`src/sv/pace_pkg.sv`:
```
// Shared widths, packet positions and opcodes of the packet ALU command engine.
`timescale 1ns / 1ps

package pace_pkg;

    localparam int BYTE_W = 8;
    localparam int WORD_W = 32;
    localparam int POS_W  = 4;
    localparam int CNT_W  = 5;

    localparam logic [POS_W-1:0] POS_OPCODE  = 4'd0;
    localparam logic [POS_W-1:0] POS_A_FIRST = 4'd1;
    localparam logic [POS_W-1:0] POS_A_LAST  = 4'd4;
    localparam logic [POS_W-1:0] POS_B_FIRST = 4'd5;
    localparam logic [POS_W-1:0] POS_B_LAST  = 4'd8;
    localparam logic [POS_W-1:0] POS_CHECK   = 4'd9;

    localparam logic [BYTE_W-1:0] OP_ADD = 8'd0;
    localparam logic [BYTE_W-1:0] OP_SUB = 8'd1;
    localparam logic [BYTE_W-1:0] OP_MUL = 8'd2;
    localparam logic [BYTE_W-1:0] OP_DIV = 8'd3;

endpackage

```
`src/sv/pace_byte_if.sv`:
```
// Byte channel and result channel interfaces of the packet ALU command engine.
`timescale 1ns / 1ps

interface pace_byte_if;
    logic                        valid;
    logic                        ready;
    logic [pace_pkg::BYTE_W-1:0] data_byte;

    modport source(output valid, output data_byte, input ready);
    modport sink(input valid, input data_byte, output ready);
endinterface

interface pace_result_if;
    logic                               valid;
    logic                               ready;
    logic signed [pace_pkg::WORD_W-1:0] selected_result;
    logic signed [pace_pkg::WORD_W-1:0] sum_result;
    logic signed [pace_pkg::WORD_W-1:0] difference_result;
    logic signed [pace_pkg::WORD_W-1:0] product_result;
    logic signed [pace_pkg::WORD_W-1:0] quotient_result;
    logic        [pace_pkg::BYTE_W-1:0] opcode_seen;
    logic                               bad_opcode;

    modport source(output valid, output selected_result, output sum_result,
                   output difference_result, output product_result,
                   output quotient_result, output opcode_seen, output bad_opcode,
                   input ready);
    modport sink(input valid, input selected_result, input sum_result,
                 input difference_result, input product_result,
                 input quotient_result, input opcode_seen, input bad_opcode,
                 output ready);
endinterface

```
`src/sv/packet_alu_command_engine_unit.sv`:
```
// Packet ALU command engine: packet framing, arithmetic and iterative divider.
`timescale 1ns / 1ps
//
// i_in carries the packet stream one byte per word: opcode, first operand
// (4 bytes, big-endian), second operand (4 bytes, big-endian), checksum.
// The checksum value is ignored; its word ends the packet.
// o_out carries one result word per packet: selected result, sum,
// difference, product, quotient, opcode and bad-opcode flag.
// Bytes 0 to 8 of a packet are taken one per cycle.
// After the checksum word, sum, difference and product are registered and
// a radix-2 restoring divider runs 32 steps, one quotient bit per cycle;
// i_in.ready is low meanwhile. The result is then loaded into the output
// register once that register is free; i_in.ready stays low until then.
// The output register frees the input side: bytes of the next packet are
// taken while a result waits. If the receiver stalls, the next result
// waits in the engine and i_in.ready stays low until the register frees.
// Reset (synchronous, active low) clears the packet position, operands,
// opcode and output valid; the first byte after reset is an opcode.

module packet_alu_command_engine_unit (
    input  logic          i_clk,
    input  logic          i_rst_n,
    pace_byte_if.sink     i_in,
    pace_result_if.source o_out
);

    typedef enum logic [1:0] {
        S_RECV,
        S_DIV,
        S_DONE
    } t_state;

    t_state                        r_state, n_state;
    logic [pace_pkg::POS_W-1:0]    r_pos, n_pos;
    logic [pace_pkg::BYTE_W-1:0]   r_opcode, n_opcode;
    logic [pace_pkg::WORD_W-1:0]   r_op_a, n_op_a;
    logic [pace_pkg::WORD_W-1:0]   r_op_b, n_op_b;
    logic [pace_pkg::WORD_W-1:0]   r_sum, n_sum;
    logic [pace_pkg::WORD_W-1:0]   r_diff, n_diff;
    logic [pace_pkg::WORD_W-1:0]   r_prod, n_prod;
    logic [pace_pkg::WORD_W-1:0]   r_rem, n_rem;
    logic [pace_pkg::WORD_W-1:0]   r_quo, n_quo;
    logic [pace_pkg::WORD_W-1:0]   r_dvs, n_dvs;
    logic                          r_neg, n_neg;
    logic                          r_zero, n_zero;
    logic [pace_pkg::CNT_W-1:0]    r_cnt, n_cnt;

    logic                          r_out_valid, n_out_valid;
    logic [pace_pkg::WORD_W-1:0]   r_out_sel, n_out_sel;
    logic [pace_pkg::WORD_W-1:0]   r_out_sum, n_out_sum;
    logic [pace_pkg::WORD_W-1:0]   r_out_diff, n_out_diff;
    logic [pace_pkg::WORD_W-1:0]   r_out_prod, n_out_prod;
    logic [pace_pkg::WORD_W-1:0]   r_out_quo, n_out_quo;
    logic [pace_pkg::BYTE_W-1:0]   r_out_opcode, n_out_opcode;
    logic                          r_out_bad, n_out_bad;

    logic                          in_acc;
    logic [pace_pkg::WORD_W-1:0]   prod_low;
    logic [pace_pkg::WORD_W:0]     rem_sh;
    logic [pace_pkg::WORD_W:0]     rem_try;
    logic [pace_pkg::WORD_W-1:0]   mag_a;
    logic [pace_pkg::WORD_W-1:0]   mag_b;
    logic [pace_pkg::WORD_W-1:0]   quo_final;

    assign i_in.ready = (r_state == S_RECV);
    assign in_acc     = i_in.valid && (r_state == S_RECV);

    assign prod_low  = r_op_a * r_op_b;
    assign mag_a     = r_op_a[pace_pkg::WORD_W-1] ? (~r_op_a + 1'b1) : r_op_a;
    assign mag_b     = r_op_b[pace_pkg::WORD_W-1] ? (~r_op_b + 1'b1) : r_op_b;
    assign rem_sh    = {r_rem, r_quo[pace_pkg::WORD_W-1]};
    assign rem_try   = rem_sh - {1'b0, r_dvs};
    assign quo_final = r_zero ? '0 : (r_neg ? (~r_quo + 1'b1) : r_quo);

    always_comb begin
        n_state      = r_state;
        n_pos        = r_pos;
        n_opcode     = r_opcode;
        n_op_a       = r_op_a;
        n_op_b       = r_op_b;
        n_sum        = r_sum;
        n_diff       = r_diff;
        n_prod       = r_prod;
        n_rem        = r_rem;
        n_quo        = r_quo;
        n_dvs        = r_dvs;
        n_neg        = r_neg;
        n_zero       = r_zero;
        n_cnt        = r_cnt;
        n_out_valid  = r_out_valid;
        n_out_sel    = r_out_sel;
        n_out_sum    = r_out_sum;
        n_out_diff   = r_out_diff;
        n_out_prod   = r_out_prod;
        n_out_quo    = r_out_quo;
        n_out_opcode = r_out_opcode;
        n_out_bad    = r_out_bad;

        if (r_out_valid && o_out.ready) begin
            n_out_valid = 1'b0;
        end

        unique case (r_state)
            S_RECV: begin
                if (in_acc) begin
                    case (r_pos) inside
                        pace_pkg::POS_OPCODE: begin
                            n_opcode = i_in.data_byte;
                            n_pos    = r_pos + 1'b1;
                        end
                        [pace_pkg::POS_A_FIRST:pace_pkg::POS_A_LAST]: begin
                            n_op_a = {r_op_a[pace_pkg::WORD_W-pace_pkg::BYTE_W-1:0],
                                      i_in.data_byte};
                            n_pos  = r_pos + 1'b1;
                        end
                        [pace_pkg::POS_B_FIRST:pace_pkg::POS_B_LAST]: begin
                            n_op_b = {r_op_b[pace_pkg::WORD_W-pace_pkg::BYTE_W-1:0],
                                      i_in.data_byte};
                            n_pos  = r_pos + 1'b1;
                        end
                        default: begin
                            n_pos   = pace_pkg::POS_OPCODE;
                            n_sum   = r_op_a + r_op_b;
                            n_diff  = r_op_a - r_op_b;
                            n_prod  = prod_low;
                            n_rem   = '0;
                            n_quo   = mag_a;
                            n_dvs   = mag_b;
                            n_neg   = r_op_a[pace_pkg::WORD_W-1] ^ r_op_b[pace_pkg::WORD_W-1];
                            n_zero  = (r_op_b == '0);
                            n_cnt   = '0;
                            n_state = S_DIV;
                        end
                    endcase
                end
            end
            S_DIV: begin
                if (!rem_try[pace_pkg::WORD_W]) begin
                    n_rem = rem_try[pace_pkg::WORD_W-1:0];
                    n_quo = {r_quo[pace_pkg::WORD_W-2:0], 1'b1};
                end else begin
                    n_rem = rem_sh[pace_pkg::WORD_W-1:0];
                    n_quo = {r_quo[pace_pkg::WORD_W-2:0], 1'b0};
                end
                n_cnt = r_cnt + 1'b1;
                if (r_cnt == '1) begin
                    n_state = S_DONE;
                end
            end
            S_DONE: begin
                if (!r_out_valid || o_out.ready) begin
                    n_out_valid  = 1'b1;
                    n_out_sum    = r_sum;
                    n_out_diff   = r_diff;
                    n_out_prod   = r_prod;
                    n_out_quo    = quo_final;
                    n_out_opcode = r_opcode;
                    n_out_bad    = 1'b0;
                    case (r_opcode)
                        pace_pkg::OP_ADD: n_out_sel = r_sum;
                        pace_pkg::OP_SUB: n_out_sel = r_diff;
                        pace_pkg::OP_MUL: n_out_sel = r_prod;
                        pace_pkg::OP_DIV: n_out_sel = quo_final;
                        default: begin
                            n_out_sel = '0;
                            n_out_bad = 1'b1;
                        end
                    endcase
                    n_state = S_RECV;
                end
            end
            default: n_state = S_RECV;
        endcase
    end

    always_ff @(posedge i_clk) begin
        if (!i_rst_n) begin
            r_state     <= S_RECV;
            r_pos       <= pace_pkg::POS_OPCODE;
            r_opcode    <= '0;
            r_op_a      <= '0;
            r_op_b      <= '0;
            r_cnt       <= '0;
            r_out_valid <= 1'b0;
        end else begin
            r_state     <= n_state;
            r_pos       <= n_pos;
            r_opcode    <= n_opcode;
            r_op_a      <= n_op_a;
            r_op_b      <= n_op_b;
            r_cnt       <= n_cnt;
            r_out_valid <= n_out_valid;
        end
        r_sum        <= n_sum;
        r_diff       <= n_diff;
        r_prod       <= n_prod;
        r_rem        <= n_rem;
        r_quo        <= n_quo;
        r_dvs        <= n_dvs;
        r_neg        <= n_neg;
        r_zero       <= n_zero;
        r_out_sel    <= n_out_sel;
        r_out_sum    <= n_out_sum;
        r_out_diff   <= n_out_diff;
        r_out_prod   <= n_out_prod;
        r_out_quo    <= n_out_quo;
        r_out_opcode <= n_out_opcode;
        r_out_bad    <= n_out_bad;
    end

    assign o_out.valid             = r_out_valid;
    assign o_out.selected_result   = $signed(r_out_sel);
    assign o_out.sum_result        = $signed(r_out_sum);
    assign o_out.difference_result = $signed(r_out_diff);
    assign o_out.product_result    = $signed(r_out_prod);
    assign o_out.quotient_result   = $signed(r_out_quo);
    assign o_out.opcode_seen       = r_out_opcode;
    assign o_out.bad_opcode        = r_out_bad;

    a_pos_range: assert property (@(posedge i_clk) disable iff (!i_rst_n)
        r_pos <= pace_pkg::POS_CHECK)
        else $error("packet position out of range");

    a_check_stalls_input: assert property (@(posedge i_clk) disable iff (!i_rst_n)
        (in_acc && (r_pos >= pace_pkg::POS_CHECK)) |=> !i_in.ready)
        else $error("input taken during division");

    a_bad_flag: assert property (@(posedge i_clk) disable iff (!i_rst_n)
        r_out_valid |-> (r_out_bad == (r_out_opcode > pace_pkg::OP_DIV)))
        else $error("bad opcode flag does not match opcode");

    a_bad_zero: assert property (@(posedge i_clk) disable iff (!i_rst_n)
        (r_out_valid && r_out_bad) |-> (r_out_sel == '0))
        else $error("selected result not zero on bad opcode");

endmodule
```
`src/flat_wrapper.sv`:
```
// flat-port wrapper written by rule: the top's interface ports become plain ports
module packet_alu_command_engine_unit_flat 
  (i_clk, i_rst_n, i_in_valid, i_in_data_byte, i_in_ready, o_out_valid, o_out_selected_result, o_out_sum_result, o_out_difference_result, o_out_product_result, o_out_quotient_result, o_out_opcode_seen, o_out_bad_opcode, o_out_ready);
  pace_byte_if i_in_i ();
  pace_result_if o_out_i ();
  input  logic i_clk;
  input  logic i_rst_n;
  input wire logic [$bits(i_in_i.valid)-1:0] i_in_valid;
  input wire logic [$bits(i_in_i.data_byte)-1:0] i_in_data_byte;
  output wire logic [$bits(i_in_i.ready)-1:0] i_in_ready;
  output wire logic [$bits(o_out_i.valid)-1:0] o_out_valid;
  output wire logic [$bits(o_out_i.selected_result)-1:0] o_out_selected_result;
  output wire logic [$bits(o_out_i.sum_result)-1:0] o_out_sum_result;
  output wire logic [$bits(o_out_i.difference_result)-1:0] o_out_difference_result;
  output wire logic [$bits(o_out_i.product_result)-1:0] o_out_product_result;
  output wire logic [$bits(o_out_i.quotient_result)-1:0] o_out_quotient_result;
  output wire logic [$bits(o_out_i.opcode_seen)-1:0] o_out_opcode_seen;
  output wire logic [$bits(o_out_i.bad_opcode)-1:0] o_out_bad_opcode;
  input wire logic [$bits(o_out_i.ready)-1:0] o_out_ready;
  assign i_in_i.valid = i_in_valid;
  assign i_in_i.data_byte = i_in_data_byte;
  assign i_in_ready = i_in_i.ready;
  assign o_out_valid = o_out_i.valid;
  assign o_out_selected_result = o_out_i.selected_result;
  assign o_out_sum_result = o_out_i.sum_result;
  assign o_out_difference_result = o_out_i.difference_result;
  assign o_out_product_result = o_out_i.product_result;
  assign o_out_quotient_result = o_out_i.quotient_result;
  assign o_out_opcode_seen = o_out_i.opcode_seen;
  assign o_out_bad_opcode = o_out_i.bad_opcode;
  assign o_out_i.ready = o_out_ready;
  packet_alu_command_engine_unit u_core (.i_clk(i_clk), .i_rst_n(i_rst_n), .i_in(i_in_i), .o_out(o_out_i));
endmodule
```
`config.mk`:
```
export PLATFORM = sky130hd
export DESIGN_NAME = packet_alu_command_engine_unit_flat
export DESIGN_NICKNAME = d
export VERILOG_FILES = /design/src/sv/pace_pkg.sv /design/src/sv/pace_byte_if.sv /design/src/sv/packet_alu_command_engine_unit.sv /design/src/flat_wrapper.sv
export SDC_FILE = /design/constraint.sdc
export NUM_CORES = 2
export LEC_CHECK = 0
export BUFFER_PORTS_ARGS = -buffer_cell sky130_fd_sc_hd__buf_2
export CAP_MARGIN = 20
export CORE_MARGIN = 2
export CORE_UTILIZATION = 30
export CTS_CLUSTER_SIZE = 10
export DETAILED_ROUTE_END_ITERATION = 7
export GPL_TIMING_DRIVEN = 1
export HOLD_SLACK_MARGIN = 0.08
export MAX_ROUTING_LAYER = met4
export PLACE_DENSITY_LB_ADDON = 0.12
export SKIP_CTS_REPAIR_TIMING = 1
export SLEW_MARGIN = 10
export SYNTH_ARGS = -nofsm -noshare
export SYNTH_HDL_FRONTEND = slang
export SYNTH_SLANG_ARGS = --single-unit
export TNS_END_PERCENT = 100
```
`constraint.sdc`:
```
create_clock -name i_clk -period 10.9 [get_ports i_clk]
set_input_delay 1.09 -clock i_clk [delete_from_list [all_inputs] [get_ports i_clk]]
set_output_delay 1.09 -clock i_clk [all_outputs]
set_load 0.05 [all_outputs]
```
; Word-level counts from Yosys, hierarchy flattened
; Index checks and enable logic that the tools add are counted.
[totals]
regBits = 447
output_inout_bits = 171
wordCells = 111
[op_classes]
add_sub_neg = 8
n_mul = 1
magnitude_cmp = 4
n_eq_ne = 12
mux = 36
bitwise_logic = 7
reduce_logical = 20
[op_table]
columns = operator, count
row1 = two-way mux 32 bit, 12
row2 = case mux 32 bit (2 select lines), 2
row3 = case mux 32 bit (4 select lines), 1
row4 = "adder 32 x 1 -> 32 bit, second input constant", 3
row5 = NOT 32 bit, 3
row6 = subtractor 33 x 32 -> 33 bit, 1
row7 = adder 32 bit, 1
row8 = zero test 32 bit, 1
row9 = multiplier 32 x 32 -> 32 bit, 1
row10 = subtractor 32 bit, 1
row11 = two-way mux 31 bit, 1
row12 = two-way mux 5 bit, 4
row13 = "== test 8 x 2 -> 1 bit, second input constant", 2
row14 = AND reduction 5 bit, 3
row15 = two-way mux 2 bit, 6
row16 = two-way mux 4 bit, 3
row17 = case mux 5 bit (2 select lines), 1
row18 = "== test 8 x 1 -> 1 bit, second input constant", 1
row19 = zero test 8 bit, 1
row20 = "inequality test 2 x 1 -> 1 bit, second input constant", 3
row21 = "inequality test 2 bit, second input constant", 3
row22 = case mux 2 bit (3 select lines), 1
row23 = AND reduction 6 bit, 1
row24 = "adder 5 x 1 -> 5 bit, second input constant", 1
row25 = other kinds (21), 31

; Longest topological paths before layout
[logic_depth]
word_depth = 8
mapped_depth = 27

; Worst setup path after synthesis
; Ideal clock, no wire load.
[synth_path]
path_kind = input-to-reg
start = in o_out_ready
end = reg u_core.r_out_bad, in the netlist u_core.o_out.bad_opcode, enable pin
arrival_ns = 8.589
required_ns = 10.181
path_slack_ns = 1.593
cell_stages = 2
path_buffers = 0
cell_sequence = nand2b_1 nor2b_1
[synth_between]
elab_chain_len = 2
[synth_lines]
columns = element, line_no
row1 = from (decl), flat_wrapper.sv:19  ; input wire logic [$bits(o_out_i.ready)-1:0] o_out_ready;
row2 = logical OR 1 bit, packet_alu_command_engine_unit.sv:151  ; if (!r_out_valid || o_out.ready) begin
row3 = AND reduction 2 bit (no source line), -
row4 = to (signal assigned), packet_alu_command_engine_unit.sv:208  ; r_out_bad <= n_out_bad;
row5 = to (decl), packet_alu_command_engine_unit.sv:55  ; logic r_out_bad, n_out_bad;
; Every way passes these cells.
; A chain may end at the register's enable or synchronous reset.

; Worst setup path in the final report
[layout_path]
start = reg u_core.r_op_a[13] in the netlist's numbering
end = reg u_core.r_prod[31] in the netlist's numbering (data pin)
[layout_between]
elab_chain_len = 1
[layout_lines]
columns = element, line_no
row1 = from (decl), packet_alu_command_engine_unit.sv:36  ; logic [pace_pkg::WORD_W-1:0] r_op_a, n_op_a;
row2 = from (signal assigned), packet_alu_command_engine_unit.sv:189  ; r_op_a <= n_op_a;
row3 = multiplier 32 x 32 -> 32 bit, packet_alu_command_engine_unit.sv:68  ; assign prod_low = r_op_a * r_op_b;
row4 = "via u_core.prod_low, one bit", packet_alu_command_engine_unit.sv:58  ; logic [pace_pkg::WORD_W-1:0] prod_low;
row5 = to (signal assigned), packet_alu_command_engine_unit.sv:196  ; r_prod <= n_prod;
row6 = to (decl), packet_alu_command_engine_unit.sv:40  ; logic [pace_pkg::WORD_W-1:0] r_prod, n_prod;
; The timed path passes the listed nets, and every way through them passes these cells.

==> metrics.md <==
| Metric | Value |
|---|---|
| Reg clk slew, reported paths | `0.06 ns` |
| Least-Margin Pin Slew | `1.06 ns` |
| Post-DP HPWL | `99,400 um` |
| Average size of a mapped cell | `10.2 um2` |
| CORE AREA | `127,000 um2` |
| Largest cells by area after synthesis | `edfxtp_1, fa_1, ha_1` |
| R2R depth | `23` |
| Clk root buf | `clkbuf_16` |
| Largest net degree at the start of global routing | `148` |
| Lkg Pwr | `18.3 nW` |
| Via-to-Cell Ratio | `4.89` |
| Synthesis-stage register bit count | `445` |
| Clk buf depth | `3` |
| Worst hold slack | `0.441 ns` |
| Fraction of layout cells with a size suffix above 1 | `0.106` |
| Netlist cell types | `80` |
| Placed Cells | `5,493` |
| Nets | `4,537` |
| Final clock skew | `0.0282 ns` |
| Chip Height | `362 um` |
| Ys async rst share | `0` |
| Worst path required time | `11.29 ns` |
| CTS tree | `yes` |
| Crit path kind | `reg2reg` |
| Vias in the first global route | `28,400` |
| Post-DRT Antenna Nets | `0` |
| Gr usage total | `0.206` |
| Starting Density | `0.302` |
| Worst endpoint data arrival time | `8.52 ns` |
| FF-to-FF End | `u_core.r_prod[31]` |
| Global-route wire length before repair | `194,000 um` |
| Post-Syn Nets | `4,425` |
| # clock sinks | `445` |
| Sequential share of power | `0.470` |
| Max-slew headroom | `0.290` |
| 1st-pass router iterations | `5` |
| RSZ-0062 raised after global routing | `false` |
| Gate power share | `0.076` |
| Final Max Slew Viols | `0` |
| Max Cap Viol | `0` |
| CP startpoint kind | `flop` |
| Clock power frac | `0.453` |
| EDFF count, synth | `361` |
| I/O pin cnt | `183` |
| Port Buf Inserts | `182` |
| Reg-to-reg slack, setup | `2.78 ns` |
| VDD IR max | `0.115 mV` |
| Status | `completed` |
| CTS HTree Levels | `2` |
| Critical path destination | `u_core.r_prod[31]` |
| # setup viols final | `0` |
| Final period util | `0.745` |
| Total power density per cell area | `91.1 nW/um2` |
| CP Capture Type | `flop` |
| Iteration-0 DRC count of the detailed router | `1,881` |
| GRT Residual Overflow | `0` |
| Internal Pwr Total | `2.96 mW` |
| DP Worst Slack | `2.81 ns` |
| Sw Pwr | `0.968 mW` |
| Syn Inst Count | `3,778` |
| CP startpoint | `u_core.r_op_a[13]` |
| Synth Cell Area | `38,500 um2` |
| Worst skew pair latency | `0.66 ns` |
| Ys Warns | `0` |
| Final min period | `8.12 ns` |
| Die W | `362 um` |
| Sw Share | `0.247` |
| # rows | `131` |
| DR vias | `27,400` |
| Final Hold Fails | `0` |
| Sequential area share after synthesis | `0.326` |
| Area delta synth->final | `12.0%` |
| Synth area leader | `edfxtp_1` |
| Drt wl/cell | `23.5 um` |
| Placer Congestion | `0.886` |
| DRC Markers | `0` |
| Max Fclk | `123 MHz` |
| Post-Layout Cell Count | `5,597` |
| Fillers | `13,100` |
| Synth top area share | `0.282` |
| Min-Delay Path Class | `reg2reg` |
| Die area | `131,000 um2` |
| Worst R2R Start | `u_core.r_op_a[13]` |
| Initial antenna violation count | `9` |
| Total CTS buffers | `56` |
| Setup TNS Final | `0 ns` |
| Crit Path Max Fanout | `15` |
| Main synth FF type | `edfxtp_1` |
| Worst setup margin | `2.78 ns` |
| Final WL | `132,000 um` |
-- registers in the layout (all words and copies together), names as in the netlist --
| signal | cells |
|---|---|
| u_core.o_out.bad_opcode | 1 |
| u_core.o_out.difference_result | 32 |
| u_core.o_out.opcode_seen | 8 |
| u_core.o_out.product_result | 32 |
| u_core.o_out.quotient_result | 32 |
| u_core.o_out.selected_result | 32 |
| u_core.o_out.sum_result | 31 |
| u_core.o_out.valid | 1 |
| u_core.r_cnt | 5 |
| u_core.r_diff | 32 |
| u_core.r_dvs | 32 |
| u_core.r_neg | 1 |
| u_core.r_op_a | 32 |
| u_core.r_op_b | 32 |
| u_core.r_opcode | 8 |
| u_core.r_pos | 4 |
| u_core.r_prod | 32 |
| u_core.r_quo | 32 |
| u_core.r_rem | 32 |
| u_core.r_state | 2 |
| u_core.r_sum | 31 |
| u_core.r_zero | 1 |
-- worst min path at each step --
| stage | depth (start not counted) | startpoint | slack [ns] | endpoint |
|---|---|---|---|---|
| after floorplan | 0 | u_core.r_opcode[0] | 0.41 | u_core.o_out.opcode_seen[0] |
| after global placement | 0 | u_core.r_diff[30] | 0.43 | u_core.o_out.difference_result[30] |
| after detailed placement | 0 | u_core.r_sum[9] | 0.43 | u_core.o_out.sum_result[9] |
| after CTS | 0 | u_core.r_sum[9] | 0.44 | u_core.o_out.sum_result[9] |
| after global routing | 0 | u_core.r_diff[20] | 0.46 | u_core.o_out.difference_result[20] |
| final | 0 | u_core.r_sum[9] | 0.44 | u_core.o_out.sum_result[9] |
-- cells in the mapped netlist, types with 9 or more instances --
| library cell | count |
|---|---|
| inv_1 | 511 |
| nand2_1 | 460 |
| fa_1 | 411 |
| edfxtp_1 | 361 |
| and2_1 | 256 |
| ha_1 | 224 |
| clkbuf_1 | 197 |
| nor2_1 | 181 |
| xnor2_1 | 160 |
| o21ai_0 | 117 |
| a21oi_1 | 105 |
| xor2_1 | 91 |
| dfxtp_1 | 84 |
| a21boi_0 | 69 |
| nor2b_1 | 63 |
| nand3_1 | 39 |
| o31ai_1 | 36 |
| mux4_2 | 31 |
| nor3_1 | 26 |
| a21o_1 | 25 |
| nand2b_1 | 25 |
| o41ai_1 | 21 |
| o21bai_1 | 19 |
| or3_1 | 19 |
| a211oi_1 | 18 |
| o21a_1 | 18 |
| o211ai_1 | 17 |
| mux2i_1 | 16 |
| and3_1 | 13 |
| buf_1 | 13 |
| or4_1 | 13 |
| a31oi_1 | 10 |
| or2_2 | 9 |
-- power by group through the flow --
stage | Clock [mW] | Combinational (mW) | Sequential [mW]
2_1_floorplan | 0 | 0.184 | 1.88
3_3_place_gp | 0 | 0.304 | 1.88
3_5_place_dp | 0 | 0.303 | 1.88
4_1_cts | 1.84 | 0.304 | 1.84
5_1_grt | 1.90 | 0.325 | 1.84
6_report | 1.78 | 0.300 | 1.84
-- stage by stage --
| stage | cell area (um2) | utilization | total power, mW |
|---|---|---|---|
| after floorplan | 38500 | - | 2.06 |
| after global placement | 41300 | 0.324 | 2.18 |
| after detailed placement | 41300 | 0.324 | 2.18 |
| after CTS | 43000 | 0.338 | 3.99 |
| after global routing | 43100 | 0.338 | 4.07 |
| final | 43100 | 0.338 | 3.92 |
-- cell families (layout without fill, tap and decap cells) --
logic type                 after synthesis  in the layout  share of synthesized area
and+or+nand+nor                       1149           1149                      0.146
buffers and inverters                  734            883                     0.0725
adders and majority gates              635            635                      0.287
AOI/OAI and AO/OA                      517            517                     0.0893
DFF                                    445            445                      0.326
xor gates and xnor gates               251            251                     0.0572
muxes                                   47             47                     0.0223
other                                    0              8                          0
-- cell type report --
cell class,instances,area [um2],share of cell area
Tap cell,1662,2080,0.0483
Antenna cell,8,20.0,0.000465
Timing Repair Buffer,274,1630,0.0379
Sequential cell,445,12500,0.291
Clock buffer,78,1530,0.0354
Inverter,514,1930,0.0449
Clock inverter,17,175,0.00407
Multi-Input combinational cell,2599,23200,0.538
-- layer usage --
| layer | track usage | up-vias | wire (um) |
|---|---|---|---|
| li1 | - | 12500 | - |
| met1 | 0.286 | 13900 | 62400 |
| met2 | 0.308 | 751 | 58300 |
| met3 | 0.0388 | 158 | 7530 |
| met4 | 0.0548 | 0 | 3330 |
| met5 | - | - | 0 |
-- placed cells by master, fill, tap and decap left out, drive strengths merged, types with 19 or more instances in the layout --
cell type / Yosys / routed
o21ai: 120 / 120
nand2b: 27 / 27
edfxtp: 361 / 361
clkbuf: 197 / 78
inv: 512 / 513
nor2: 181 / 181
xor2: 91 / 91
a21o: 25 / 25
nand2: 460 / 460
or3: 20 / 20
mux4: 31 / 31
o21bai: 19 / 19
nor3: 27 / 27
xnor2: 160 / 160
buf: 23 / 273
o41ai: 23 / 23
a21oi: 105 / 105
dfxtp: 84 / 84
ha: 224 / 224
and2: 256 / 256
nor2b: 63 / 63
nand3: 39 / 39
o31ai: 37 / 37
fa: 411 / 411
a21boi: 69 / 69
-- critical path, stage by stage (launching register included) --
cell and delay (ns):
dfxtp_1 0.75, buf_4 0.38, and2_1 0.19, fa_1 0.45, fa_1 0.45, fa_1 0.54, inv_1 0.05, fa_1 0.48
inv_1 0.06, fa_1 0.48, fa_1 0.60, fa_1 0.47, fa_1 0.47, ha_1 0.40, a21o_1 0.19, a21o_1 0.16
a31oi_1 0.31, o21ai_0 0.16, buf_4 0.19, a211oi_1 0.39, nor2_1 0.13, a211o_1 0.28, a21oi_1 0.18, xnor2_1 0.09
No activity file was read; power rests on OpenSTA's default activity.
